$ cat config.mk
export PLATFORM = sky130hd
export DESIGN_NAME = ltt_queue
export DESIGN_NICKNAME = d
export VERILOG_FILES = /design/src/rtl/ltt_pkg.sv /design/src/rtl/ltt_queue.sv
export SDC_FILE = /design/constraint.sdc
export NUM_CORES = 1
export LEC_CHECK = 0
export BUFFER_PORTS_ARGS = -buffer_cell sky130_fd_sc_hd__buf_2
export CAP_MARGIN = 40
export CORE_ASPECT_RATIO = 1.75
export CORE_MARGIN = 8
export CORE_UTILIZATION = 49
export CTS_BUF_LIST = sky130_fd_sc_hd__clkbuf_8
export DETAILED_ROUTE_END_ITERATION = 10
export HOLD_SLACK_MARGIN = 0.08
export PLACE_DENSITY = 0.79
export SYNTH_ARGS = -nofsm -noshare
export SYNTH_HDL_FRONTEND = slang
export SYNTH_SLANG_ARGS = --single-unit
$ cat constraint.sdc
create_clock -name i_clk -period 2.9 [get_ports i_clk]
set_input_delay 0.58 -clock i_clk [delete_from_list [all_inputs] [get_ports i_clk]]
set_output_delay 0.58 -clock i_clk [all_outputs]
set_load 0.01 [all_outputs]
$ cat src/rtl/ltt_pkg.sv
package ltt_pkg;

    localparam int COORD_BITS       = 24;
    localparam int ANGLE_ITERATIONS = 16;
    localparam int FRAC_BITS        = 16;
    localparam int TABLE_LEN        = 24;
    localparam int ROOT_STEPS       = COORD_BITS;
    localparam int DIV_STEPS        = 32;
    localparam int CNT_BITS         = 5;
    localparam int VEC_BITS         = COORD_BITS + FRAC_BITS + 4;
    localparam int ANG_BITS         = 32;
    // 180 degrees in hundredths, the scale the angle table is built on
    localparam int HALF_TURN_CDEG   = 180 * 100;

    localparam logic [2:0] CFG_RING_COUNT      = 3'd0;
    localparam logic [2:0] CFG_COLUMNS         = 3'd1;
    localparam logic [2:0] CFG_BOTTOM_ANGLE    = 3'd2;
    localparam logic [2:0] CFG_RING_RESOLUTION = 3'd3;
    localparam logic [2:0] CFG_SWEEP_TIME      = 3'd4;

    // atan(2^-i) in 2^-16 hundredths of a degree
    localparam logic [29:0] ATAN_TAB [TABLE_LEN] = '{
        30'd294912000, 30'd174096719, 30'd91987925, 30'd46694507,
        30'd23437865, 30'd11730358, 30'd5866610, 30'd2933484,
        30'd1466764, 30'd733385, 30'd366693, 30'd183346,
        30'd91673, 30'd45837, 30'd22918, 30'd11459,
        30'd5730, 30'd2865, 30'd1432, 30'd716,
        30'd358, 30'd179, 30'd90, 30'd45
    };

    typedef struct packed {
        logic signed [COORD_BITS-1:0] x_coord;
        logic signed [COORD_BITS-1:0] y_coord;
        logic signed [COORD_BITS-1:0] z_coord;
        logic                         end_of_cloud;
    } t_in_item;

    typedef struct packed {
        logic signed [COORD_BITS-1:0] out_x;
        logic signed [COORD_BITS-1:0] out_y;
        logic signed [COORD_BITS-1:0] out_z;
        logic                         kept;
        logic [6:0]                   ring;
        logic [19:0]                  time_offset;
        logic                         last_point;
    } t_out_item;

    typedef struct packed {
        logic [7:0]         ring_count;
        logic [11:0]        columns_per_scan;
        logic signed [14:0] bottom_angle;
        logic [13:0]        ring_resolution;
        logic [19:0]        sweep_time;
    } t_cfg;

    typedef struct packed {
        t_in_item    item;
        logic [11:0] col;
    } t_job;

    typedef enum logic [3:0] {
        S_IDLE, S_SQX, S_SQY, S_ROOT, S_ROT, S_SUM,
        S_RDIV, S_RCHK, S_TMUL, S_TDIV, S_DONE
    } t_state;

endpackage

$ cat src/rtl/ltt_queue.sv
module ltt_queue (
    input  logic          i_clk,
    input  logic          i_rst_n,
    input  logic          i_push,
    input  ltt_pkg::t_job i_job,
    input  logic          i_pop,
    output ltt_pkg::t_job o_job,
    output logic          o_full,
    output logic          o_empty
);
    import ltt_pkg::*;

    t_job       r_mem [2];
    logic       r_wp, r_rp;
    logic [1:0] r_fill;
    logic       do_push, do_pop;

    assign o_full  = (r_fill == 2'd2);
    assign o_empty = (r_fill == 2'd0);
    assign do_push = i_push && !o_full;
    assign do_pop  = i_pop && !o_empty;
    assign o_job   = r_mem[r_rp];

    always_ff @(posedge i_clk) begin
        if (do_push) begin
            r_mem[r_wp] <= i_job;
        end
    end

    always_ff @(posedge i_clk) begin
        if (!i_rst_n) begin
            r_wp   <= 1'b0;
            r_rp   <= 1'b0;
            r_fill <= 2'd0;
        end else begin
            if (do_push) r_wp <= ~r_wp;
            if (do_pop)  r_rp <= ~r_rp;
            case ({do_push, do_pop})
                2'b10:   r_fill <= r_fill + 2'd1;
                2'b01:   r_fill <= r_fill - 2'd1;
                default: r_fill <= r_fill;
            endcase
        end
    end
endmodule

==> summary.md <==
| Metric | Value |
|---|---|
| Status | `finished clean` |
| Filler Cell Count | `~990` |
| Wire length per cell after detailed routing | `around 19 µm` |
| Number of instances in the placed design | `approximately 630` |
| Number of max-cap violations | `0` |
| Total power per unit cell area | `847.9 nW/µm²` |
| CP bufs+invs | `2` |
| TritonCTS clock tree | `built` |
| Setup clock skew after layout | `approximately 0.014 ns` |
| Final cycle utilization of the critical path | `84.65%` |
| Mean cell area of the mapped netlist | `about 22 µm²` |
| Instance count of the mapped netlist | `between 200 and 300` |
| Site row count | `55` |
| Total global routing overflow | `0` |
| Required @ worst endpoint | `between 2 and 2.5 ns` |
| Initial DRC Count | `around 140` |
| Post-DP Area | `7483 µm²` |
| Wire length reported by the detailed router | `~13 mm` |
| Number of slew-limit violations in the final report | `0` |
| Final Hold Violating Endpoints | `0` |
| RSZ-0062 raised after global routing | `no` |
| Number of global-route vias before repair | `3696` |
| Count of state elements after synthesis | `175` |
| Maximum clock frequency | `roughly 400 MHz` |
| Area of all placed cells without fillers | `~7900 µm²` |
| Post-route ant nets | `0` |
| Clock buffer depth | `2` |
| Endpoint of the most critical register-to-register path | `r_mem[0][56]$_DFFE_PP_` |
| Cell Count, Final, Fillers Out | `~670` |
| Cell depth of the worst hold path | `1` |
| R2r startpoint | `r_fill[0]$_SDFFE_PN0P_` |
| Worst-margin pin slew | `~0.59 ns` |
| Latest clock arrival within the worst-skew pair | `0.43 ns` |
| Area of the core | `~13000 µm²` |
| Clock transition at the registers of the reported paths | `around 0.10 ns` |
| Pin count of the biggest net entering global routing | `45` |
| Post-CTS setup repair buffer count | `0` |
| Tightest hold margin | `about 0.33 ns` |
| Number of buffers created by CTS | `17` |
| Multi-input gate area in the final layout | `about 1100 µm²` |
| Number of antenna violations at the first check in global routing | `3` |
| Post-layout min period | `approximately 2.5 ns` |
| Hold-fix buffer count after cts | `0` |
| Placed wire-length estimate after detailed placement | `around 9.1 mm` |
| Critical path arrival | `roughly 1.9 ns` |
| Port buffer count | `between 150 and 200` |
| Number of H-tree branching levels | `4` |
| Worst Reg-to-Reg Cells | `5` |
| Height of the die | `~170 µm` |
| Highest fanout seen on the critical path | `31` |
| Area enclosed by the die boundary | `~17000 µm²` |
| Number of gates resized after CTS | `0` |
| List of cells traversed by the critical path | `buf_12 -> mux2_2 -> buf_2` |
| Portion of the post-synthesis area used by sequential elements | `between 80% and 90%` |
| Total iterations of the first detailed-routing run | `4` |
| Hold path start | `i_job[69]` |
| Worst vdd rail ir drop | `approximately 0.00064 V` |
| Final net count | `approximately 570` |
| Worst hold path endpoint | `r_mem[1][69]$_DFFE_PP_` |
| Mapped cell area | `6356 µm²` |
| Critical Setup Path Class | `reg -> out` |
| Slew headroom | `about 61%` |
| Global Route Usage Sum | `approximately 15%` |
| First-pass GRT wire length | `18.90 mm` |
| Total nets after synthesis | `380` |
| Ports | `176` |
| Area growth from synthesis to layout | `23.58%` |
| CP delay by family, top | `flip-flops` |
| Synth top area share | `between 80% and 90%` |
| Slowest stage cell, crit path | `dfxtp_4` |
| Final setup violation count | `0` |
| Layout cell share with drive strength beyond 1 | `60.73%` |
| Crit path largest cell delay | `about 0.64 ns` |
| RD Place Congestion | `~0.73` |
| Vias after detailed routing | `3281` |
| Count of synthesis-stage warnings from yosys | `0` |
| Summed negative setup slack over all endpoints | `0 ns` |
| Register-to-register path setup slack | `between 0.9 and 1 ns` |
| Starting density of the core | `between 40% and 50%` |
| Type of destination of the critical path | `output port` |
| Per-cell via count in the routed design | `4.926` |
| Count of clock tree sinks | `approximately 180` |
| End-of-flow core utilization | `roughly 61%` |
| DR DRC count | `0` |
| Root Buffer | `clkbuf_8` |
| Kind of path behind the tightest hold check | `in -> reg` |
| FF/Latch Area | `5209 µm²` |
| Die X-Extent | `102.1 µm` |
| LEAKAGE | `between 2 and 3 nW` |
| Leading post-synthesis cells by cell area | `edfxtp_1 (80%), mux2_2 (15%), dfxtp_1 (1.6%)` |
| Top cell type by total area after synthesis | `edfxtp_1` |
| Critical Path Start Type | `flop` |
| Number of distinct standard cells referenced by the synthesized netlist | `19` |
## cell families after synthesis
group	Yosys count	synth area share, %
xor gates and xnor gates	3	0.4135
buffers and inverters	12	1.083
AOI/OAI and AO/OA	5	0.5118
adders and majority gates	1	0.1968
DFF	175	81.89
and+or+nand+nor	9	0.8464
muxes	85	15.06
## flip-flops by register name (all words and copies together), names as in the netlist, named ones only
register  count
r_mem       170
r_fill        2
r_rp          1
r_wp          1
## placed cells by master, fill, tap and decap left out, drive strengths merged, types with 2 or more instances in the layout
cell and instances:
edfxtp 170, mux2 85, buf 181, clkinv 7, dfxtp 5, clkinvlp 3, o21ai 2, nor2b 2
xnor2 3, clkbuf 17, or3 2, a21boi 2, inv 7
## worst max path at each step
| stage | endpoint | slack (ns) | cells past startpoint |
|---|---|---|---|
| after floorplan | r_mem[0][0]$_DFFE_PP_ | 0.50 | 3 |
| after detailed placement | r_mem[0][61]$_DFFE_PP_ | 0.79 | 5 |
| final | o_job[60] | 0.45 | 3 |
| after CTS | o_job[60] | 0.38 | 3 |
| after global routing | o_job[59] | 0.35 | 3 |
| after global placement | r_mem[0][58]$_DFFE_PP_ | 0.81 | 5 |
## power breakdown
group          switching (mW)  internal (mW)  total, mW
Combinational           0.922          0.866       1.79
Clock                   0.839          0.687       1.53
Sequential              0.157           3.19       3.35
Total                    1.92           4.74       6.66
## per-stage QoR
stage,power [mW],worst slack (ns)
floorplan,4.477,0.4964
global placement,5.171,0.8087
detailed placement,5.237,0.7921
CTS,6.768,0.3847
global route,6.968,0.3549
finish,6.660,0.4451
## cell type report
cell class / instances / area share [%]
antenna: 1 / 0.03186
clock buffer: 17 / 2.979
clock inverter: 15 / 1.720
inverter: 3 / 0.1911
multi-input combinational: 103 / 13.84
sequential: 175 / 66.31
tap: 171 / 2.724
timing repair buffer: 181 / 12.20
## Yosys cell counts
library cell  number
a21boi_1           2
and2_1             1
and3_1             1
buf_2              4
buf_4              5
dfxtp_1            5
edfxtp_1         170
ha_1               1
inv_1              2
inv_2              1
mux2_2            85
nand2_1            1
nand2b_2           1
nor2_1             1
nor2b_1            2
o21a_1             1
o21ai_0            2
or3_1              2
xnor2_1            3
## worst register-to-register path, delay by kind of cell (launching register included)
kind,cells,cell delay (ns)
buf+inv,3,0.62
simple gates,2,0.54
flops,1,0.43
## routing by layer
| layer | up-vias | wire, µm | global-route usage (%) | share of wire (%) |
|---|---|---|---|---|
| li1 | 1525 | - | - | - |
| met1 | 1617 | 4184 | 13.80 | 33 |
| met2 | 111 | 7298 | 28.23 | 58 |
| met3 | 24 | 780 | 4.843 | 6.2 |
| met4 | 4 | 339 | 7.648 | 2.7 |
| met5 | - | 23 | 0 | 0.18 |
No activity file was read; power rests on OpenSTA's default activity.
