--- src/rtl/ltt_pkg.sv ---
package ltt_pkg;

    localparam int COORD_BITS       = 24;
    localparam int ANGLE_ITERATIONS = 16;
    localparam int FRAC_BITS        = 16;
    localparam int TABLE_LEN        = 24;
    localparam int ROOT_STEPS       = COORD_BITS;
    localparam int DIV_STEPS        = 32;
    localparam int CNT_BITS         = 5;
    localparam int VEC_BITS         = COORD_BITS + FRAC_BITS + 4;
    localparam int ANG_BITS         = 32;
    // 180 degrees in hundredths, the scale the angle table is built on
    localparam int HALF_TURN_CDEG   = 180 * 100;

    localparam logic [2:0] CFG_RING_COUNT      = 3'd0;
    localparam logic [2:0] CFG_COLUMNS         = 3'd1;
    localparam logic [2:0] CFG_BOTTOM_ANGLE    = 3'd2;
    localparam logic [2:0] CFG_RING_RESOLUTION = 3'd3;
    localparam logic [2:0] CFG_SWEEP_TIME      = 3'd4;

    // atan(2^-i) in 2^-16 hundredths of a degree
    localparam logic [29:0] ATAN_TAB [TABLE_LEN] = '{
        30'd294912000, 30'd174096719, 30'd91987925, 30'd46694507,
        30'd23437865, 30'd11730358, 30'd5866610, 30'd2933484,
        30'd1466764, 30'd733385, 30'd366693, 30'd183346,
        30'd91673, 30'd45837, 30'd22918, 30'd11459,
        30'd5730, 30'd2865, 30'd1432, 30'd716,
        30'd358, 30'd179, 30'd90, 30'd45
    };

    typedef struct packed {
        logic signed [COORD_BITS-1:0] x_coord;
        logic signed [COORD_BITS-1:0] y_coord;
        logic signed [COORD_BITS-1:0] z_coord;
        logic                         end_of_cloud;
    } t_in_item;

    typedef struct packed {
        logic signed [COORD_BITS-1:0] out_x;
        logic signed [COORD_BITS-1:0] out_y;
        logic signed [COORD_BITS-1:0] out_z;
        logic                         kept;
        logic [6:0]                   ring;
        logic [19:0]                  time_offset;
        logic                         last_point;
    } t_out_item;

    typedef struct packed {
        logic [7:0]         ring_count;
        logic [11:0]        columns_per_scan;
        logic signed [14:0] bottom_angle;
        logic [13:0]        ring_resolution;
        logic [19:0]        sweep_time;
    } t_cfg;

    typedef struct packed {
        t_in_item    item;
        logic [11:0] col;
    } t_job;

    typedef enum logic [3:0] {
        S_IDLE, S_SQX, S_SQY, S_ROOT, S_ROT, S_SUM,
        S_RDIV, S_RCHK, S_TMUL, S_TDIV, S_DONE
    } t_state;

endpackage

--- src/rtl/ltt_back.sv ---
module ltt_back (
    input  logic               i_clk,
    input  logic               i_rst_n,
    input  ltt_pkg::t_cfg      i_cfg,
    input  ltt_pkg::t_job      i_job,
    input  logic               i_q_empty,
    output logic               o_q_pop,
    input  logic               pop,
    output logic               empty,
    output ltt_pkg::t_out_item o_out_item
);
    import ltt_pkg::*;

    t_state r_state, n_state;
    t_job   r_job;

    logic [CNT_BITS-1:0]        r_cnt;
    logic [2*COORD_BITS-1:0]    r_sq;
    logic [COORD_BITS+1:0]      r_rem;
    logic [COORD_BITS-1:0]      r_root;
    logic signed [VEC_BITS-1:0] r_a, r_b;
    logic signed [ANG_BITS-1:0] r_ang;
    logic                       r_zero, r_sneg, r_kept;
    logic [31:0]                r_dq;
    logic [13:0]                r_drem;
    logic [6:0]                 r_ring;
    logic                       r_ov;
    t_out_item                  r_out;

    // datapath wires
    logic signed [2*COORD_BITS-1:0] sq_prod;
    logic [COORD_BITS+3:0]          rt_sh, rt_trial;
    logic                           rt_ge;
    logic signed [VEC_BITS-1:0]     da, db;
    logic signed [ANG_BITS-1:0]     atan_v;
    logic signed [32:0]             s_sum;
    logic [32:0]                    s_abs;
    logic [13:0]                    dvs;
    logic [14:0]                    dv_sh;
    logic                           dv_ge;
    logic [7:0]                     rings;
    logic                           last_step;

    assign sq_prod = (r_state == S_SQX) ? r_job.item.x_coord * r_job.item.x_coord
                                        : r_job.item.y_coord * r_job.item.y_coord;

    assign rt_sh    = {r_rem, r_sq[2*COORD_BITS-1 -: 2]};
    assign rt_trial = {2'b00, r_root, 2'b01};
    assign rt_ge    = rt_sh >= rt_trial;

    assign da     = r_b >>> r_cnt;
    assign db     = r_a >>> r_cnt;
    assign atan_v = $signed({2'b00, ATAN_TAB[r_cnt]});

    assign s_sum = 33'(r_zero ? 32'sd0 : r_ang)
                 + ($signed(33'(i_cfg.bottom_angle)) <<< FRAC_BITS);
    assign s_abs = s_sum[32] ? 33'(-s_sum) : 33'(s_sum);

    assign dvs   = (r_state == S_RDIV) ? i_cfg.ring_resolution
                                       : {2'b00, i_cfg.columns_per_scan};
    assign dv_sh = {r_drem, r_dq[31]};
    assign dv_ge = dv_sh >= {1'b0, dvs};

    assign rings = (i_cfg.ring_count > 8'd128) ? 8'd128 : i_cfg.ring_count;

    always_comb begin
        unique case (r_state) inside
            S_ROOT:          last_step = (r_cnt == CNT_BITS'(ROOT_STEPS - 1));
            S_ROT:           last_step = (r_cnt == CNT_BITS'(ANGLE_ITERATIONS - 1));
            S_RDIV, S_TDIV:  last_step = (r_cnt == CNT_BITS'(DIV_STEPS - 1));
            default:         last_step = 1'b0;
        endcase
    end

    // next state
    always_comb begin
        n_state = r_state;
        unique case (r_state)
            S_IDLE: if (!i_q_empty) n_state = S_SQX;
            S_SQX:  n_state = S_SQY;
            S_SQY:  n_state = S_ROOT;
            S_ROOT: if (last_step) n_state = S_ROT;
            S_ROT:  if (last_step) n_state = S_SUM;
            S_SUM:  n_state = S_RDIV;
            S_RDIV: if (last_step) n_state = S_RCHK;
            S_RCHK: n_state = S_TMUL;
            S_TMUL: n_state = (r_kept && i_cfg.columns_per_scan != 12'd0) ? S_TDIV : S_DONE;
            S_TDIV: if (last_step) n_state = S_DONE;
            S_DONE: if (!r_ov) n_state = S_IDLE;
            default: n_state = S_IDLE;
        endcase
    end

    // control outputs
    always_comb begin
        o_q_pop = (r_state == S_IDLE) && !i_q_empty;
    end

    assign empty      = !r_ov;
    assign o_out_item = r_out;

    always_ff @(posedge i_clk) begin
        if (!i_rst_n) begin
            r_state <= S_IDLE;
            r_ov    <= 1'b0;
        end else begin
            r_state <= n_state;
            if (r_state == S_DONE && !r_ov) begin
                r_ov <= 1'b1;
            end else if (pop && r_ov) begin
                r_ov <= 1'b0;
            end
        end
    end

    always_ff @(posedge i_clk) begin
        r_cnt <= last_step ? '0 : r_cnt + CNT_BITS'(1);
        case (r_state) inside
            S_IDLE: begin
                r_job <= i_job;
                r_cnt <= '0;
            end
            S_SQX: r_sq <= unsigned'(sq_prod);
            S_SQY: begin
                r_sq   <= r_sq + unsigned'(sq_prod);
                r_rem  <= '0;
                r_root <= '0;
                r_cnt  <= '0;
            end
            S_ROOT: begin
                r_sq <= r_sq << 2;
                if (rt_ge) begin
                    r_rem  <= (COORD_BITS+2)'(rt_sh - rt_trial);
                    r_root <= {r_root[COORD_BITS-2:0], 1'b1};
                end else begin
                    r_rem  <= rt_sh[COORD_BITS+1:0];
                    r_root <= {r_root[COORD_BITS-2:0], 1'b0};
                end
                if (last_step) begin
                    r_a    <= $signed({4'b0000, rt_ge ? {r_root[COORD_BITS-2:0], 1'b1}
                                                      : {r_root[COORD_BITS-2:0], 1'b0},
                                       {FRAC_BITS{1'b0}}});
                    r_b    <= $signed(VEC_BITS'(r_job.item.z_coord)) <<< FRAC_BITS;
                    r_ang  <= '0;
                    r_zero <= (r_root[COORD_BITS-2:0] == '0) && !rt_ge
                              && (r_job.item.z_coord == '0);
                end
            end
            S_ROT: begin
                if (!r_b[VEC_BITS-1]) begin
                    r_a   <= r_a + da;
                    r_b   <= r_b - db;
                    r_ang <= r_ang + atan_v;
                end else begin
                    r_a   <= r_a - da;
                    r_b   <= r_b + db;
                    r_ang <= r_ang - atan_v;
                end
            end
            S_SUM: begin
                r_sneg <= s_sum[32];
                r_dq   <= 32'(s_abs >> FRAC_BITS);
                r_drem <= '0;
                r_cnt  <= '0;
            end
            S_RDIV, S_TDIV: begin
                r_dq   <= {r_dq[30:0], dv_ge};
                r_drem <= dv_ge ? 14'(dv_sh - {1'b0, dvs}) : dv_sh[13:0];
            end
            S_RCHK: begin
                r_kept <= (i_cfg.ring_resolution != 14'd0) &&
                          (!r_sneg || r_dq == 32'd0) && (r_dq < 32'(rings));
                r_ring <= r_dq[6:0];
            end
            S_TMUL: begin
                r_dq   <= 32'(r_job.col) * 32'(i_cfg.sweep_time);
                r_drem <= '0;
                r_cnt  <= '0;
            end
            S_DONE: begin
                if (!r_ov) begin
                    r_out.out_x       <= r_job.item.x_coord;
                    r_out.out_y       <= r_job.item.y_coord;
                    r_out.out_z       <= r_job.item.z_coord;
                    r_out.kept        <= r_kept;
                    r_out.ring        <= r_kept ? r_ring : 7'd0;
                    r_out.time_offset <= (r_kept && i_cfg.columns_per_scan != 12'd0)
                                         ? r_dq[19:0] : 20'd0;
                    r_out.last_point  <= r_job.item.end_of_cloud;
                end
            end
            default: ;
        endcase
    end
endmodule

--- config.mk ---
export PLATFORM = sky130hd
export DESIGN_NAME = ltt_back
export DESIGN_NICKNAME = d
export VERILOG_FILES = /design/src/rtl/ltt_pkg.sv /design/src/rtl/ltt_back.sv
export SDC_FILE = /design/constraint.sdc
export NUM_CORES = 2
export LEC_CHECK = 0
export BUFFER_PORTS_ARGS = -buffer_cell sky130_fd_sc_hd__buf_4
export CAP_MARGIN = 20
export CORE_ASPECT_RATIO = 1.2
export CORE_MARGIN = 2
export CORE_UTILIZATION = 50
export CTS_CLUSTER_DIAMETER = 80
export DETAILED_ROUTE_END_ITERATION = 8
export MAX_ROUTING_LAYER = met4
export PLACE_DENSITY = 0.66
export SLEW_MARGIN = 40
export SYNTH_ARGS = -nofsm -noshare
export SYNTH_HDL_FRONTEND = slang
export SYNTH_SLANG_ARGS = --single-unit
--- constraint.sdc ---
create_clock -name i_clk -period 18.75 [get_ports i_clk]
set_clock_uncertainty 0.15 [all_clocks]
set_input_delay 1.875 -clock i_clk [delete_from_list [all_inputs] [get_ports i_clk]]
set_output_delay 1.875 -clock i_clk [all_outputs]
set_load 0.01 [all_outputs]
==> impl.org <==
** Finish
- Compared with the post-synthesis result, the final layout area differs by 7.91%.
- Cells fill 54.4% of the core in the end.
- Final cell count without fillers :: 11078
- Post-layout nets :: 10934
- Layout cells sized above 1 :: 7.95%
- Total of fill cells in the finished design :: 14983

** Hold path
- The worst hold path begins at r_job[12].
- Class of the tightest hold or removal check :: reg2reg

** Timing
- Number of endpoints failing setup at the final stage :: 0
- For the final routed database, the setup TNS stands at 0 ns.
- Share of the cycle needed by the critical path after routing :: 57.0%
- Counting I/O delays and the setup requirement, the final critical path takes 10.69 ns.
- At the pin with the least slew margin, the transition time is 0.896 ns.
- Tightest slew margin relative to the limit :: 39.5%
- The number of endpoints with negative hold slack in the final report is 0.
- Slew Limit Fails :: 0
- Setup repair after global routing left no endpoint under its margin.
- Max Fclk :: 93.5 MHz

** Yosys
- Of all flip-flops after synthesis, the portion carrying an async set or reset was 0%.
- Post-synth top cells :: sky130_fd_sc_hd__inv_1 (1663), sky130_fd_sc_hd__fa_1 (1296), sky130_fd_sc_hd__nand2_1 (862), sky130_fd_sc_hd__ha_1 (602), sky130_fd_sc_hd__nor2_1 (494)
- Mapped Area :: 0.0831 mm²
- The number of nets in the synthesized netlist is 10844.
- Post-synth top area share :: 31.2%
- The synthesized design contains 470 register bits.
- Synthesis produced 8788 cells.
- After synthesis, flip-flops and latches occupy 16.9% of the total area.
- Count leader, synth :: sky130_fd_sc_hd__inv_1
- Average footprint of a synthesized cell :: 9.45 µm²
- Cell types with the largest area share after synthesis :: sky130_fd_sc_hd__fa_1 (31%), sky130_fd_sc_hd__edfxtp_1 (17%), sky130_fd_sc_hd__ha_1 (9.1%), sky130_fd_sc_hd__inv_1 (7.5%), sky130_fd_sc_hd__nand2_1 (3.9%)
- Most common flop cell mapped by yosys :: sky130_fd_sc_hd__edfxtp_1
- Library cell occupying the most area in the post-synthesis netlist :: sky130_fd_sc_hd__fa_1
- Number of synthesized flops with an enable pin :: 460
- Count of distinct cell types in the synthesized netlist :: 101
- Yosys warning count :: 0

** Clocking
- After clock tree synthesis, the repair step resized 0 gates.
- TritonCTS clock tree :: yes
- Clock-pin slew of the registers on the worst-case setup and hold paths :: 0.06 ns
- The H-tree generated during clock tree synthesis spans 3 levels.
- The clock reaches the later pin of the worst-skew pair after 0.67 ns.
- Counting the buffers created by CTS gives 67.
- The number of setup buffers added after CTS is 0.
- CTS placed an instance of sky130_fd_sc_hd__clkbuf_16 at the clock tree root.
- No sink is reached through more buffers than the 3 on the longest clock path.
- For this design, the CTS-stage hold fixing added 0 buffers.
- CTS saw 470 sinks.

** Placed design
- The congestion estimate from routability-driven global placement came to 0.943.
- Buffers placed on the I/O ports in this run total 260.
- Once detailed placement completed, the half-perimeter wirelength came to 178000 µm.
- After detailed placement, the design holds a cell count of 10950.

** Run
- Maxcap violations :: 0

** Setup path
- Worst reg2reg startpoint :: r_job[41]
- Biggest cell delay along the critical path :: 0.72 ns
- For this design, the slowest cell found on the critical path is sky130_fd_sc_hd__edfxtp_1.
- STA classifies the critical path startpoint as a flip-flop.
- The most critical setup path has its startpoint at r_job[41].
- Of all nets on the critical path, the largest fanout is 16.
- Req. time, crit path :: 19.09 ns
- The critical path contains buffers and inverters numbering 7 combined.
- In this design, the critical path's most frequently occurring cell is sky130_fd_sc_hd__fa_1.
- Nature of the critical path endpoint :: flip-flop
- The critical path is of the reg2reg type.
- STA puts the critical path data arrival time at 11.04 ns.
- Category of cells accounting for the largest share of critical-path delay :: adder cells

** Run status
- Status :: complete, no violations

** Route
- The first TritonRoute pass finished after 7 iterations.
- Via/cell ratio :: 5.69
- In the routed design, unresolved DRC markers number 0.
- Antenna-violating nets left :: 0
- The routed layout has 63007 vias.
- Number of DRC markers after the initial detailed-route iteration :: 4539
- Wirelength per Cell :: 20.5 µm
- Total wire length after detailed routing :: 227000 µm

** GRT
- Total global routing track utilization :: 28.0%
- The first global-routing pass estimated 365000 µm of wire.
- Number of antenna violations at the first check in global routing :: 1
- Pin count of the biggest net entering global routing :: 76
- The via count of the first global-routing pass came to 66889.
- Aggregate global routing overflow :: 0

** Floorplan
- Top-level I/O count :: 261
- The die covers 0.169 mm².
- Vertical extent of the die :: 451 µm
- Die width :: 376 µm
- The floorplan has 163 rows.
- Standard cell core area :: 0.165 mm²
- Effective utilization at floorplan :: 50.4%
-- area by class of cell --
| class | count | area, µm² | share of cell area (%) |
|---|---|---|---|
| Tap cell | 2145 | 2680 | 2.99 |
| Timing Repair Buffer | 364 | 2830 | 3.15 |
| Sequential cell | 470 | 14000 | 15.6 |
| Multi-Input combinational cell | 6309 | 61500 | 68.6 |
| Antenna cell | 1 | 2.50 | 0.00279 |
| Clock buffer | 81 | 1810 | 2.02 |
| Inverter | 1666 | 6260 | 6.98 |
| Clock inverter | 42 | 518 | 0.578 |
-- per-stage QoR --
stage / hold slack [ns] / cell area (µm²) / setup WS [ns]
CTS: 0.292 / 89600 / 7.70
global route: 0.318 / 89700 / 7.39
global placement: 0.274 / 87100 / 7.94
finish: 0.290 / 89700 / 8.06
detailed placement: 0.268 / 87300 / 7.75
floorplan: 0.250 / 83100 / 4.19
-- worst paths after layout --
kind                                      end  slack [ns]  depth (start not counted)
worst min-delay path            o_out_item[0]        0.29                          0
worst max register to register       r_sq[47]        8.06                         39
worst min register to register  o_out_item[0]        0.29                          0
worst max-delay path                 r_sq[47]        8.06                         39
-- cell families (layout without fill, tap and decap cells) --
logic type,after synthesis,after routing,synth area share [%]
DFF,470,470,16.9
other,0,1,0
xor gates and xnor gates,423,423,4.48
buffers and inverters,2009,2153,9.19
muxes,284,284,5.25
AOI/OAI and AO/OA,1419,1419,10.8
and+or+nand+nor,2285,2285,13.1
adders and majority gates,1898,1898,40.3
-- registers in the layout (all words and copies together), names as in the netlist, 24 cells and up --
register and count:
o_out_item 101, r_a 44, r_ang 32, r_b 44, r_dq 32, r_job 85, r_rem 26, r_root 24
r_sq 48
-- routing by layer --
| layer | wire [µm] | share of wire [%] | GRT usage, % |
|---|---|---|---|
| met3 | 13900 | 6.1 | 3.53 |
| met5 | 0 | 0 | - |
| met2 | 111000 | 49 | 46.3 |
| met1 | 95600 | 42 | 36.3 |
| met4 | 6450 | 2.8 | 8.06 |
-- placed cells by master, fill, tap and decap left out, types with 253 or more instances in the layout --
cell type,Yosys,routed
sky130_fd_sc_hd__inv_1,1663,1662
sky130_fd_sc_hd__fa_1,1296,1296
sky130_fd_sc_hd__nand2_1,862,860
sky130_fd_sc_hd__ha_1,602,601
sky130_fd_sc_hd__nor2_1,494,492
sky130_fd_sc_hd__edfxtp_1,460,460
sky130_fd_sc_hd__a21oi_1,424,423
sky130_fd_sc_hd__buf_4,2,345
sky130_fd_sc_hd__and2_1,335,334
sky130_fd_sc_hd__o21ai_0,302,301
sky130_fd_sc_hd__xnor2_1,253,253
Power is left out: the tool's default activity adds up to more than one toggle a clock period on the data nets, which glitch-free logic cannot reach.
