### config.mk
export PLATFORM = sky130hd
export DESIGN_NAME = ltt_front
export DESIGN_NICKNAME = d
export VERILOG_FILES = /design/src/rtl/ltt_pkg.sv /design/src/rtl/ltt_front.sv
export SDC_FILE = /design/constraint.sdc
export NUM_CORES = 1
export LEC_CHECK = 0
export BUFFER_PORTS_ARGS = -buffer_cell sky130_fd_sc_hd__buf_4
export CAP_MARGIN = 20
export CORE_MARGIN = 10
export CORE_UTILIZATION = 32
export CTS_BUF_LIST = sky130_fd_sc_hd__clkbuf_4 sky130_fd_sc_hd__clkbuf_8
export DETAILED_ROUTE_END_ITERATION = 8
export GPL_TIMING_DRIVEN = 0
export PLACE_DENSITY = 0.89
export SLEW_MARGIN = 20
export SYNTH_ARGS = -nofsm -noshare
export SYNTH_HDL_FRONTEND = slang
export SYNTH_SLANG_ARGS = --single-unit
### constraint.sdc
create_clock -name i_clk -period 3.2 [get_ports i_clk]
set_input_delay 0.32 -clock i_clk [delete_from_list [all_inputs] [get_ports i_clk]]
set_output_delay 0.32 -clock i_clk [all_outputs]
set_load 0.01 [all_outputs]
### src/rtl/ltt_pkg.sv
package ltt_pkg;

    localparam int COORD_BITS       = 24;
    localparam int ANGLE_ITERATIONS = 16;
    localparam int FRAC_BITS        = 16;
    localparam int TABLE_LEN        = 24;
    localparam int ROOT_STEPS       = COORD_BITS;
    localparam int DIV_STEPS        = 32;
    localparam int CNT_BITS         = 5;
    localparam int VEC_BITS         = COORD_BITS + FRAC_BITS + 4;
    localparam int ANG_BITS         = 32;
    // 180 degrees in hundredths, the scale the angle table is built on
    localparam int HALF_TURN_CDEG   = 180 * 100;

    localparam logic [2:0] CFG_RING_COUNT      = 3'd0;
    localparam logic [2:0] CFG_COLUMNS         = 3'd1;
    localparam logic [2:0] CFG_BOTTOM_ANGLE    = 3'd2;
    localparam logic [2:0] CFG_RING_RESOLUTION = 3'd3;
    localparam logic [2:0] CFG_SWEEP_TIME      = 3'd4;

    // atan(2^-i) in 2^-16 hundredths of a degree
    localparam logic [29:0] ATAN_TAB [TABLE_LEN] = '{
        30'd294912000, 30'd174096719, 30'd91987925, 30'd46694507,
        30'd23437865, 30'd11730358, 30'd5866610, 30'd2933484,
        30'd1466764, 30'd733385, 30'd366693, 30'd183346,
        30'd91673, 30'd45837, 30'd22918, 30'd11459,
        30'd5730, 30'd2865, 30'd1432, 30'd716,
        30'd358, 30'd179, 30'd90, 30'd45
    };

    typedef struct packed {
        logic signed [COORD_BITS-1:0] x_coord;
        logic signed [COORD_BITS-1:0] y_coord;
        logic signed [COORD_BITS-1:0] z_coord;
        logic                         end_of_cloud;
    } t_in_item;

    typedef struct packed {
        logic signed [COORD_BITS-1:0] out_x;
        logic signed [COORD_BITS-1:0] out_y;
        logic signed [COORD_BITS-1:0] out_z;
        logic                         kept;
        logic [6:0]                   ring;
        logic [19:0]                  time_offset;
        logic                         last_point;
    } t_out_item;

    typedef struct packed {
        logic [7:0]         ring_count;
        logic [11:0]        columns_per_scan;
        logic signed [14:0] bottom_angle;
        logic [13:0]        ring_resolution;
        logic [19:0]        sweep_time;
    } t_cfg;

    typedef struct packed {
        t_in_item    item;
        logic [11:0] col;
    } t_job;

    typedef enum logic [3:0] {
        S_IDLE, S_SQX, S_SQY, S_ROOT, S_ROT, S_SUM,
        S_RDIV, S_RCHK, S_TMUL, S_TDIV, S_DONE
    } t_state;

endpackage

### src/rtl/ltt_front.sv
module ltt_front (
    input  logic             i_clk,
    input  logic             i_rst_n,
    input  logic             push,
    input  ltt_pkg::t_in_item i_in_item,
    input  ltt_pkg::t_cfg    i_cfg,
    input  logic             i_q_full,
    output logic             o_q_push,
    output ltt_pkg::t_job    o_job
);
    import ltt_pkg::*;

    logic [11:0] r_count, n_count, col;
    logic [12:0] col_inc;

    // counter past the column count restarts at column 0
    assign col     = (r_count < i_cfg.columns_per_scan) ? r_count : 12'd0;
    assign col_inc = {1'b0, col} + 13'd1;
    assign o_q_push = push && !i_q_full;
    assign o_job    = '{item: i_in_item, col: col};

    always_comb begin
        n_count = r_count;
        if (o_q_push) begin
            if (i_cfg.columns_per_scan == 12'd0 ||
                col_inc >= {1'b0, i_cfg.columns_per_scan} ||
                i_in_item.end_of_cloud) begin
                n_count = 12'd0;
            end else begin
                n_count = col_inc[11:0];
            end
        end
    end

    always_ff @(posedge i_clk) begin
        if (!i_rst_n) begin
            r_count <= 12'd0;
        end else begin
            r_count <= n_count;
        end
    end
endmodule

==> metrics.yaml, run 1 <==
run_status:
  outcome: "finished with violations"
  violations: "negative setup slack"
final_layout:
  regMostFlops: "r_count"
  instances_no_fill: 463
  drive_gt1_frac: 0.6727
  final_nets: 558
  areaGrowthSynthToFinish_pct: 71.81
  largestRegisters: "r_count (12)"
  diodes: 0
  fillers: 532
  seq_area_um2: 274.0
  largest_reg_flops: 12
  multi_input_area_um2: 1429
synthesis:
  synth.ff_latch_count: 12
  yosysUniqueCellTypes: 50
  synth_cells: 263
  syn_area_um2: 2002
  synth_area_leaders: "buf_4 (27%), ha_1 (14%), dfxtp_1 (12%)"
  yosysTopAreaCell: "buf_4"
  yosysSeqAreaShare: 0.1200
  synthArstFlopShare: 0
  yosys_most_used_dff: "dfxtp_1"
  synth.most_common_cell: "buf_4"
  synth_common_cells: "buf_4 (73), ha_1 (23), nand2_1 (17)"
  yosysWarnings: 0
  syn-num-nets: 432
  syn_avg_cell_area_um2: 7.612
  synth_edf_count: 0
  synth_top_area_frac: 0.2738
sta:
  max_slew.worst_pin.slew_ns: 0.4876
  fin_ws_ns: -0.1229
  min_period_ns: 3.323
  slew_headroom: 0.6715
  rsz0062_at_grt: "yes"
  skew_ns: 0.002628
  drv_slew: 0
  fin_crit_sh: 1.038
  holdWs_ns: 0.3234
  setup_viol: 9
  fmax_ghz: 0.3009
  final_hold_viol_count: 0
setup_path:
  path_buf_inv: 2
  worst_r2r_path_depth: 15
  max_stage_delay_ns: 0.35
  crit_required_ns: 3.37
  path_max_fanout: 5
  crit_arrival_ns: 3.49
  cp_top_family: "compound AO/OA/AOI/OAI gates"
  worstSetupEndpointType: "register"
  worstSetupStartpoint: "r_count[11]"
  path_depth: 15
  worst-setup-path-type: "reg2reg"
  critPathLaunchType: "register"
  r2r-end: "r_count[4]"
  crit_chain: "ha_4, nand4_1, nor4_4, a21oi_2, clkbuf_8, nand2_8, a21oi_2, ha_1, a211oi_2, a2bb2oi_2, o211a_1, o211ai_1, clkbuf_8, a2111o_1, o21ai_1"
  rrSetupSlack_ns: -0.12
  crit_end: "r_count[4]"
  crit_path_top_delay_cell: "dfxtp_4"
  r2r-start: "r_count[11]"
die:
  ioPinCount: 232
  initial_utilization: 0.3342
  rows: 28
  dieWidth_um: 99.10
  core_area_um2: 5991
  dieArea_um2: 9820
  fp.dieH_um: 99.10
pwr:
  ir_worst_vdd_uv: 179.9
  power.density_nw_per_um2: 171.1
  leakage_nw: 1.810
clock_tree:
  clock_latency_ns: 0.25
  clockBufferDepth: 2
  numCtsBuffers: 3
  cts-root-buf: "clkbuf_8"
  cts_hold_buf: 0
  htreeDepth: 1
  clk_pin_slew_worst_paths_ns: 0.06
  tritoncts: "yes"
  clkSinkCount: 12
drt:
  drt_iter0_markers: 130
  ant_nets: 0
  first_pass_iters: 4
  vias: 2314
  viasPerCell: 4.998
  wl_per_cell_um: 17.45
  drc: 0
  postRouteWirelength_um: 8081
hold_path:
  hold_class: "in2reg"
grt:
  grtUsageTotal: 0.1438
  antenna_found_initial: 0
  grt.overflow.total: 0
  grt_pass1_vias: 2456
  grt_max_degree: 11
  grt_pass1_wl_um: 11920
run:
  cap_violations: 0
placed_design:
  port_buffers: 102
  dp_cells: 440
  gp_congestion: 0.8757
  dp_hpwl_um: 6166
-- placed cells by master, fill, tap and decap left out, types with 4 or more instances in the layout --
cell type,n
clkbuf_8,6
or2_2,4
a21oi_2,6
nand3_1,4
and3_1,10
buf_4,193
nand2_1,15
inv_1,15
o21ai_0,4
a21o_1,8
ha_1,16
dfxtp_4,8
a21oi_1,7
o21ai_1,4
ha_4,7
nor2_1,8
-- worst reg2reg max path, stage by stage (launching register included) --
cell and delay, ns:
dfxtp_4 0.35, ha_4 0.27, nand4_1 0.22, nor4_4 0.24, a21oi_2 0.11, clkbuf_8 0.17
nand2_8 0.07, a21oi_2 0.04, ha_1 0.35, a211oi_2 0.27, a2bb2oi_2 0.16, o211a_1 0.17
o211ai_1 0.18, clkbuf_8 0.23, a2111o_1 0.34, o21ai_1 0.08
-- metal layers --
layer  share of wire  vias to the layer above  global-route usage
met5               0                        -                   0
met4           0.017                        0             0.02756
met3            0.11                       18             0.06574
met2            0.50                      146              0.2600
met1            0.37                     1053              0.1495
li1                -                     1097                   -
-- worst min path at each step --
stage                            from          end  slack, ns  depth (start not counted)
final                         i_rst_n  r_count[10]       0.32                          3
after floorplan               i_rst_n  r_count[10]       0.42                          2
after CTS                     i_rst_n  r_count[10]       0.32                          3
after global placement    r_count[10]  r_count[10]       0.54                          2
after global routing          i_rst_n  r_count[10]       0.32                          3
after detailed placement  r_count[10]  r_count[10]       0.54                          2
-- report_power, final --
group          leakage, nW  switching, W  internal, W
Combinational         1.68      0.000112     0.000159
Clock               0.0288     0.0000638     0.000109
Sequential           0.105   0.000000741     0.000144
-- layout make-up --
type / count / share of cell area
buffer: 81 / 0.1812
clock buffer: 4 / 0.01601
inverter: 15 / 0.01637
multi-input combinational: 155 / 0.4154
sequential: 12 / 0.07967
tap: 75 / 0.02728
timing repair buffer: 121 / 0.2641
-- cell families after synthesis --
| kind of cell | after synthesis | share of synthesized area |
|---|---|---|
| adder cells (fa/ha/maj) | 23 | 0.1438 |
| AND/OR/NAND/NOR | 75 | 0.2206 |
| flip-flops | 12 | 0.1200 |
| AO/OA/AOI/OAI | 53 | 0.1763 |
| buffers and inverters | 96 | 0.3219 |
| XOR/XNOR | 4 | 0.01750 |
-- stage by stage --
stage                       util  worst slack, ns  area (µm²)  total power (W)  setup TNS [ns]
after floorplan                -       -0.0005720        2026        0.0002882       -0.001710
after global placement    0.4816          -0.5541        2885        0.0003931          -4.728
after detailed placement  0.4816          -0.6498        2885        0.0003985          -5.812
after CTS                 0.5391       -0.0003118        3229        0.0005789      -0.0003118
after global routing      0.5741          -0.2588        3440        0.0006201          -2.102
final                     0.5741          -0.1229        3440        0.0005884         -0.6658
-- timing repair --
| action | in CTS | in global routing |
|---|---|---|
| pin swaps | 12 | 11 |
| gates cloned | 2 | 0 |
| endpoints found under the setup margin | 12 | 12 |
| setup buffers | 12 | 5 |
| resized for setup | 45 | 32 |
Power figures use the tool's default switching activity.
==> run 2, diff against run 1 <==
--- a/config.mk
+++ b/config.mk
@@ -5,14 +5,15 @@
 export SDC_FILE = /design/constraint.sdc
 export NUM_CORES = 1
 export LEC_CHECK = 0
+export ABC_AREA = 1
 export BUFFER_PORTS_ARGS = -buffer_cell sky130_fd_sc_hd__buf_4
 export CAP_MARGIN = 20
 export CORE_MARGIN = 10
-export CORE_UTILIZATION = 32
+export CORE_UTILIZATION = 36
 export CTS_BUF_LIST = sky130_fd_sc_hd__clkbuf_4 sky130_fd_sc_hd__clkbuf_8
 export DETAILED_ROUTE_END_ITERATION = 8
 export GPL_TIMING_DRIVEN = 0
-export PLACE_DENSITY = 0.89
+export PLACE_DENSITY = 0.91
 export SLEW_MARGIN = 20
 export SYNTH_ARGS = -nofsm -noshare
 export SYNTH_HDL_FRONTEND = slang
==> constraint.sdc (replaced) <==
create_clock -name i_clk -period 3.6 [get_ports i_clk]
set_input_delay 0.36 -clock i_clk [delete_from_list [all_inputs] [get_ports i_clk]]
set_output_delay 0.36 -clock i_clk [all_outputs]
set_load 0.01 [all_outputs]
==> run 2 against run 1 <==
The run now ends clean. Maximum frequency decreased by 3.1%. Final cell count rose by 11%. Combinational power is 3% higher. Register-to-register slack gained 0.29 ns. Flip-flop and latch count is the same. Largest power group unchanged. Highest routed layer unchanged.
==> metrics.yaml, run 2 <==
synthesis:
  synth.most_common_cell: "buf_4"
  yosys_most_used_dff: "dfxtp_1"
  synth_edf_count: 0  # unchanged
  synth.ff_latch_count: 12  # unchanged
  yosysUniqueCellTypes: 28  # -44%
  yosysWarnings: 0  # unchanged
  syn_avg_cell_area_um2: 6.673  # -12%
  synth_cells: 327  # +24%
  synth_area_leaders: "buf_4 (25%), ha_1 (13%), dfxtp_1 (11%)"
  syn-num-nets: 496  # +15%
  syn_area_um2: 2182  # +9.0%
  synthArstFlopShare: 0  # unchanged
  yosysSeqAreaShare: 0.1101  # -0.009908
  yosysTopAreaCell: "buf_4"
  synth_top_area_frac: 0.2511  # -0.02260
  synth_common_cells: "buf_4 (73), nand2_1 (57), inv_1 (46)"
die:
  ioPinCount: 232  # unchanged
  dieArea_um2: 9576  # -2.5%
  rows: 28  # unchanged
  fp.dieH_um: 97.86  # -1.3%
  dieWidth_um: 97.86  # -1.3%
  initial_utilization: 0.3707  # +0.03658
  core_area_um2: 5886  # -1.8%
sta:
  slew_headroom: 0.6601  # -0.01141
  min_period_ns: 3.428  # +0.1051 ns
  max_slew.worst_pin.slew_ns: 0.5098  # +0.02227 ns
  drv_slew: 0  # unchanged
  holdWs_ns: 0.3964  # +0.07298 ns
  fin_crit_sh: 0.9522  # -0.08619
  skew_ns: 0.002314  # -0.0003140 ns
  setup_viol: 0  # -9
  rsz0062_at_grt: "no"
  final_hold_viol_count: 0  # unchanged
  fmax_ghz: 0.2917  # -3.1%
hold_path:
  hold_depth: 3  # unchanged
  min_to: "r_count[11]"
  min_from: "i_rst_n"
  hold_class: "in2reg"
setup_path:
  worstSetupEndpointType: "register"
  rrSetupSlack_ns: 0.17  # +0.29 ns
  crit_path_top_delay_cell: "dfxtp_1"
  critPathLaunchType: "register"
  crit_arrival_ns: 3.60  # +0.11 ns
  path_max_fanout: 8  # +3
  max_stage_delay_ns: 0.33  # -0.02 ns
  r2r-start: "r_count[10]"
  worst-setup-path-type: "reg2reg"
  r2r-end: "r_count[2]"
  crit_chain: "ha_1, nand2_2, inv_1, nand2_1, nand3_4, nor2_8, nand4_4, nor2_8, nand2_2, and2_2, ha_1, nand2_1, a21oi_1, nor2_1, o21ai_1, nor2_1, nand2_1, nand2_1, nand2_1, nand2_1, nand2_4, nor2_8, nand3_1, a21oi_1"
  cpMostUsedCell: "nand2_1"
  cp_top_family: "simple AND/OR/NAND/NOR gates"
  path_buf_inv: 1  # -1
  worst_r2r_path_depth: 24  # +9
  crit_required_ns: 3.77  # +0.40 ns
placed_design:
  gp_congestion: 0.8740  # -0.19%
  port_buffers: 102  # unchanged
  dp_hpwl_um: 6804  # +10%
  place_area_um2: 3042  # +5.4%
run:
  cap_violations: 0  # unchanged
clock_tree:
  htreeDepth: 1  # unchanged
  tritoncts: "yes"
  cts-root-buf: "clkbuf_8"
  clockBufferDepth: 2  # unchanged
  cts_hold_buf: 0  # unchanged
  clkSinkCount: 12  # unchanged
  clock_latency_ns: 0.25  # about the same
  numCtsBuffers: 3  # unchanged
  clk_pin_slew_worst_paths_ns: 0.06  # about the same
drt:
  vias: 2436  # +5.3%
  drc: 0  # unchanged
  wl_per_cell_um: 15.13  # -13%
  ant_nets: 0  # unchanged
  viasPerCell: 4.721  # -5.5%
  first_pass_iters: 4  # unchanged
  drt_iter0_markers: 99  # -24%
  postRouteWirelength_um: 7805  # -3.4%
pwr:
  clkPwrFrac: 0.266  # -0.028
  p_seq_frac: 0.246  # about the same
  power.density_nw_per_um2: 171.5  # +0.28%
  p_int_w: 0.0003856  # -6.5%
  ir_worst_vdd_uv: 137.1  # -24%
  leakage_nw: 1.836  # +1.4%
  sw_frac_of_total: 0.3233  # +0.02403
  switchingPower_w: 0.0001843  # +4.6%
  combPwrFrac: 0.488  # +0.027
final_layout:
  final_nets: 611  # +9.5%
  fillers: 560  # +5.3%
  largest_reg_flops: 12  # unchanged
  regMostFlops: "r_count"
  final_cell_area_um2: 3322  # -3.4%
  areaGrowthSynthToFinish_pct: 52.24
  final_common_cell: "buf_4"
  diodes: 0  # unchanged
  drive_gt1_frac: 0.5465  # -0.1262
  final_cell_mix: "buf_4 (181), nand2_1 (50), inv_1 (44)"
  largestRegisters: "r_count (12)"
grt:
  grtUsageTotal: 0.1453  # +0.001511
  grt_pass1_vias: 2536  # +3.3%
  grt.overflow.total: 0  # unchanged
  antenna_found_initial: 0  # unchanged
  grt_pass1_wl_um: 11900  # -0.18%
  grt_max_degree: 11  # unchanged
run_status:
  outcome: "complete, no violations"
run 2: timing repair:
action / 4_1_cts / 5_1_grt
gates cloned: 0 / 2
endpoints found under the setup margin: 11 / 12
pin swaps: 2 / 9
endpoints found under the hold margin: 0 / 0
gates resized for setup: 2 / 35
buffers inserted: 2 / 4
run 2: power groups by stage:
| stage | Sequential, W | Combinational, W | Clock (W) |
|---|---|---|---|
| finish | 0.000140 | 0.000278 | 0.000152 |
| global route | 0.000141 | 0.000303 | 0.000158 |
| CTS | 0.000140 | 0.000261 | 0.000151 |
| detailed placement | 0.000143 | 0.000261 | 0 |
| global placement | 0.000143 | 0.000253 | 0 |
| floorplan | 0.000142 | 0.000152 | 0 |
run 2: cells by family (layout without fill, tap and decap cells):
kind of cell               count (synthesis)  in the layout  synth area share
AOI/OAI and AO/OA                         25             25           0.06365
DFF                                       12             12            0.1101
buffers and inverters                    125            237            0.3463
adders and majority gates                 23             23            0.1319
and+or+nand+nor                          142            144            0.3480
run 2: routing by layer:
layer	routed length (µm)	GRT usage
met5	0	0
met4	168	0.04922
met3	679	0.04017
met2	4046	0.2695
met1	2911	0.1528
run 2: stage by stage:
stage / setup WS [ns] / utilization / instances / power (W) / TNS [ns]
6_report: 0.1720 / 0.5644 / 516 / 0.0005698 / 0
5_1_grt: 0.007990 / 0.5644 / 516 / 0.0006012 / 0
4_1_cts: 0.01725 / 0.5295 / 510 / 0.0005528 / 0
2_1_floorplan: 0.4281 / - / 327 / 0.0002938 / 0
3_3_place_gp: -0.1104 / 0.5168 / 504 / 0.0003960 / -1.009
3_5_place_dp: -0.2391 / 0.5168 / 504 / 0.0004039 / -2.239
run 2: tightest hold or removal path: cells and delay by family:
family / cells / cell delay [ns]
AOI/OAI and AO/OA: 2 / 0.11
buffers and inverters: 1 / 0.13
run 2: final cells by class:
type	instances	area [µm²]	area share
Tap cell	75	93.84	0.02825
Multi-Input combinational cell	192	1353	0.4072
Sequential cell	12	254.0	0.07646
Inverter	50	192.7	0.05800
Clock buffer	4	55.05	0.01657
Buffer	75	563.0	0.1695
Timing Repair Buffer	108	810.8	0.2441
run 2: worst max path at each step:
stage,startpoint,endpoint,cells after the start
finish,r_count[10],r_count[2],24
detailed placement,i_cfg[60],r_count[2],26
CTS,r_count[11],r_count[2],24
global placement,i_cfg[60],r_count[3],26
floorplan,i_cfg[60],r_count[0],25
global route,r_count[10],r_count[0],24
==> run 3, diff against run 2 <==
--- a/config.mk
+++ b/config.mk
@@ -6,6 +6,7 @@
 export NUM_CORES = 1
 export LEC_CHECK = 0
 export ABC_AREA = 1
+export ABC_CLOCK_PERIOD_IN_PS = 3900
 export BUFFER_PORTS_ARGS = -buffer_cell sky130_fd_sc_hd__buf_4
 export CAP_MARGIN = 20
 export CORE_MARGIN = 10
==> constraint.sdc (replaced) <==
create_clock -name i_clk -period 3.9 [get_ports i_clk]
set_input_delay 0.39 -clock i_clk [delete_from_list [all_inputs] [get_ports i_clk]]
set_output_delay 0.39 -clock i_clk [all_outputs]
set_load 0.01 [all_outputs]
==> run 3 against run 2 <==
Routed wire length fell by 3.3%. Combinational power down 13%. Setup slack better by 0.16 ns. Cell area decreased by 6.2%. Clock skew increased by 0.00057 ns. Critical path type unchanged. Critical endpoint is now r_count[6]. Highest routed layer unchanged.
==> metrics.yaml, run 3 (same netlist as run 2, synthesis figures left out) <==
run_status:
  outcome: "complete, no violations"
pwr:
  combPwrFrac: 0.471  # -0.017
  sw_frac_of_total: 0.3182  # -0.005185
  leakage_nw: 1.798  # -2.1%
  ir_worst_vdd_uv: 118.1  # -14%
  clkPwrFrac: 0.275  # +0.009
  p_seq_frac: 0.254  # +0.008
  power.density_nw_per_um2: 163.9  # -4.4%
  switchingPower_w: 0.0001626  # -12%
  p_int_w: 0.0003484  # -9.6%
  fin_total_pwr_w: 0.0005109  # -10%
placed_design:
  gp_congestion: 0.8740  # unchanged
  dp_hpwl_um: 6804  # unchanged
  port_buffers: 102  # unchanged
setup_path:
  crit_required_ns: 4.03  # +0.26 ns
  worstSetupEndpointType: "register"
  worst-setup-path-type: "reg2reg"
  r2r-start: "r_count[11]"
  worstSetupStartpoint: "r_count[11]"
  rrSetupSlack_ns: 0.33  # +0.16 ns
  path_max_fanout: 10  # +2
  crit_arrival_ns: 3.70  # +0.10 ns
  critPathLaunchType: "register"
final_layout:
  areaGrowthSynthToFinish_pct: 42.83
  final_common_cell: "buf_4"
  fin_util: 0.5295  # -0.03486
  diodes: 0  # unchanged
  largest_reg_flops: 12  # unchanged
  largestRegisters: "r_count (12)"
  drive_gt1_frac: 0.4839  # -0.06261
  final_nets: 604  # -1.1%
  regMostFlops: "r_count"
  final_cell_mix: "buf_4 (175), nand2_1 (56), inv_1 (46)"
clock_tree:
  clock_latency_ns: 0.25  # about the same
  clkSinkCount: 12  # unchanged
  post_cts_buffers: 0  # -2
  numCtsBuffers: 3  # unchanged
  htreeDepth: 1  # unchanged
  clockBufferDepth: 2  # unchanged
  clk_pin_slew_worst_paths_ns: 0.06  # about the same
  tritoncts: "yes"
  cts_hold_buf: 0  # unchanged
  cts-root-buf: "clkbuf_8"
sta:
  slew_headroom: 0.6691  # +0.009038
  fmax_ghz: 0.2802  # -3.9%
  setup_viol: 0  # unchanged
  skew_ns: 0.002884  # +0.0005701 ns
  drv_slew: 0  # unchanged
  min_period_ns: 3.569  # +0.1406 ns
  finalSetupTns_ns: 0  # unchanged
  holdWs_ns: 0.4321  # +0.03568 ns
  fin_crit_sh: 0.9150  # -0.03720
  rsz0062_at_grt: "no"
  final_hold_viol_count: 0  # unchanged
  max_slew.worst_pin.slew_ns: 0.4963  # -0.01356 ns
grt:
  antenna_found_initial: 0  # unchanged
  grt_max_degree: 11  # unchanged
  grt.overflow.total: 0  # unchanged
  grt_pass1_vias: 2512  # -0.95%
  grt_pass1_wl_um: 11850  # -0.40%
  grtUsageTotal: 0.1449  # -0.0004315
die:
  ioPinCount: 232  # unchanged
  dieArea_um2: 9576  # unchanged
  rows: 28  # unchanged
  core_area_um2: 5886  # unchanged
  fp.dieH_um: 97.86  # unchanged
  initial_utilization: 0.3707  # unchanged
  dieWidth_um: 97.86  # unchanged
drt:
  first_pass_iters: 4  # unchanged
  drc: 0  # unchanged
  postRouteWirelength_um: 7547  # -3.3%
  wl_per_cell_um: 14.83  # -2.0%
  vias: 2386  # -2.1%
  ant_nets: 0  # unchanged
  drt_iter0_markers: 87  # -12%
  viasPerCell: 4.688  # -0.71%
hold_path:
  min_from: "i_rst_n"
  hold_class: "in2reg"
run:
  cap_violations: 0  # unchanged
==> run 3: changes by cell type in the layout (fill, tap and decap cells not counted), sizes merged <==
cell	before	now
buf	182	176
nor2	38	37
==> run 3: cell type report <==
class	instances	area, µm²
plain buffers	75	563.0
inverters	50	192.7
fillers	601	2769
well taps	75	93.84
flip-flops and latches	12	244.0
repair buffers	102	765.7
clock buffers	4	55.05
multi-input cells	191	1202
==> run 3: path summary, 6_finish.rpt <==
path / cells after the start / endpoint
hold / removal: 3 / r_count[11]
setup / recovery: 26 / r_count[6]
hold reg to reg: 2 / r_count[7]
setup reg to reg: 26 / r_count[6]
==> run 3: power groups by stage <==
| stage | registers, W | clock network, W | logic (W) |
|---|---|---|---|
| after floorplan | 0.000131 | 0 | 0.000140 |
| after global placement | 0.000132 | 0 | 0.000234 |
| after detailed placement | 0.000132 | 0 | 0.000241 |
| after CTS | 0.000129 | 0.000140 | 0.000241 |
| after global routing | 0.000130 | 0.000145 | 0.000263 |
| final | 0.000130 | 0.000140 | 0.000241 |
==> run 3: timing repair <==
| action | CTS | global route |
|---|---|---|
| endpoints found under the setup margin | 0 | 12 |
| hold endpoints to repair | 0 | 0 |
| resized for setup | 0 | 5 |
==> run 3: through the flow <==
step | instance area [µm²] | cells | setup slack, ns
3_3_place_gp | 3042 | 504 | 0.1596
4_1_cts | 3097 | 508 | 0.1963
2_1_floorplan | 2182 | 327 | 0.6981
6_report | 3117 | 509 | 0.3314
3_5_place_dp | 3042 | 504 | 0.03090
5_1_grt | 3117 | 509 | 0.01256
==> run 3: worst max-delay path: stages (launching register included) <==
cell     delay, ns
dfxtp_2       0.34
ha_1          0.29
nand2_1       0.11
inv_1         0.05
nand2_1       0.07
nand3_2       0.16
nor2_8        0.23
nand4_4       0.18
nor2_8        0.20
nand3_1       0.16
and2_1        0.21
ha_1          0.32
nand2_1       0.07
a21oi_1       0.14
nor2_1        0.05
o21ai_0       0.07
nor2_1        0.05
nand2_1       0.08
nand2_1       0.05
nand2_1       0.06
nand2_1       0.06
nand2_2       0.13
inv_1         0.07
nand2_1       0.09
nor2_1        0.06
nor2_1        0.09
nor2_1        0.04
==> run 3: metal layers <==
layer  global-route usage  vias to the layer above  wire length (µm)
met5                    0                        -                 0
met4              0.04922                        0               153
met3              0.04017                       15               549
met2               0.2685                      123              3926
met1               0.1524                     1070              2916
li1                     -                     1178                 -
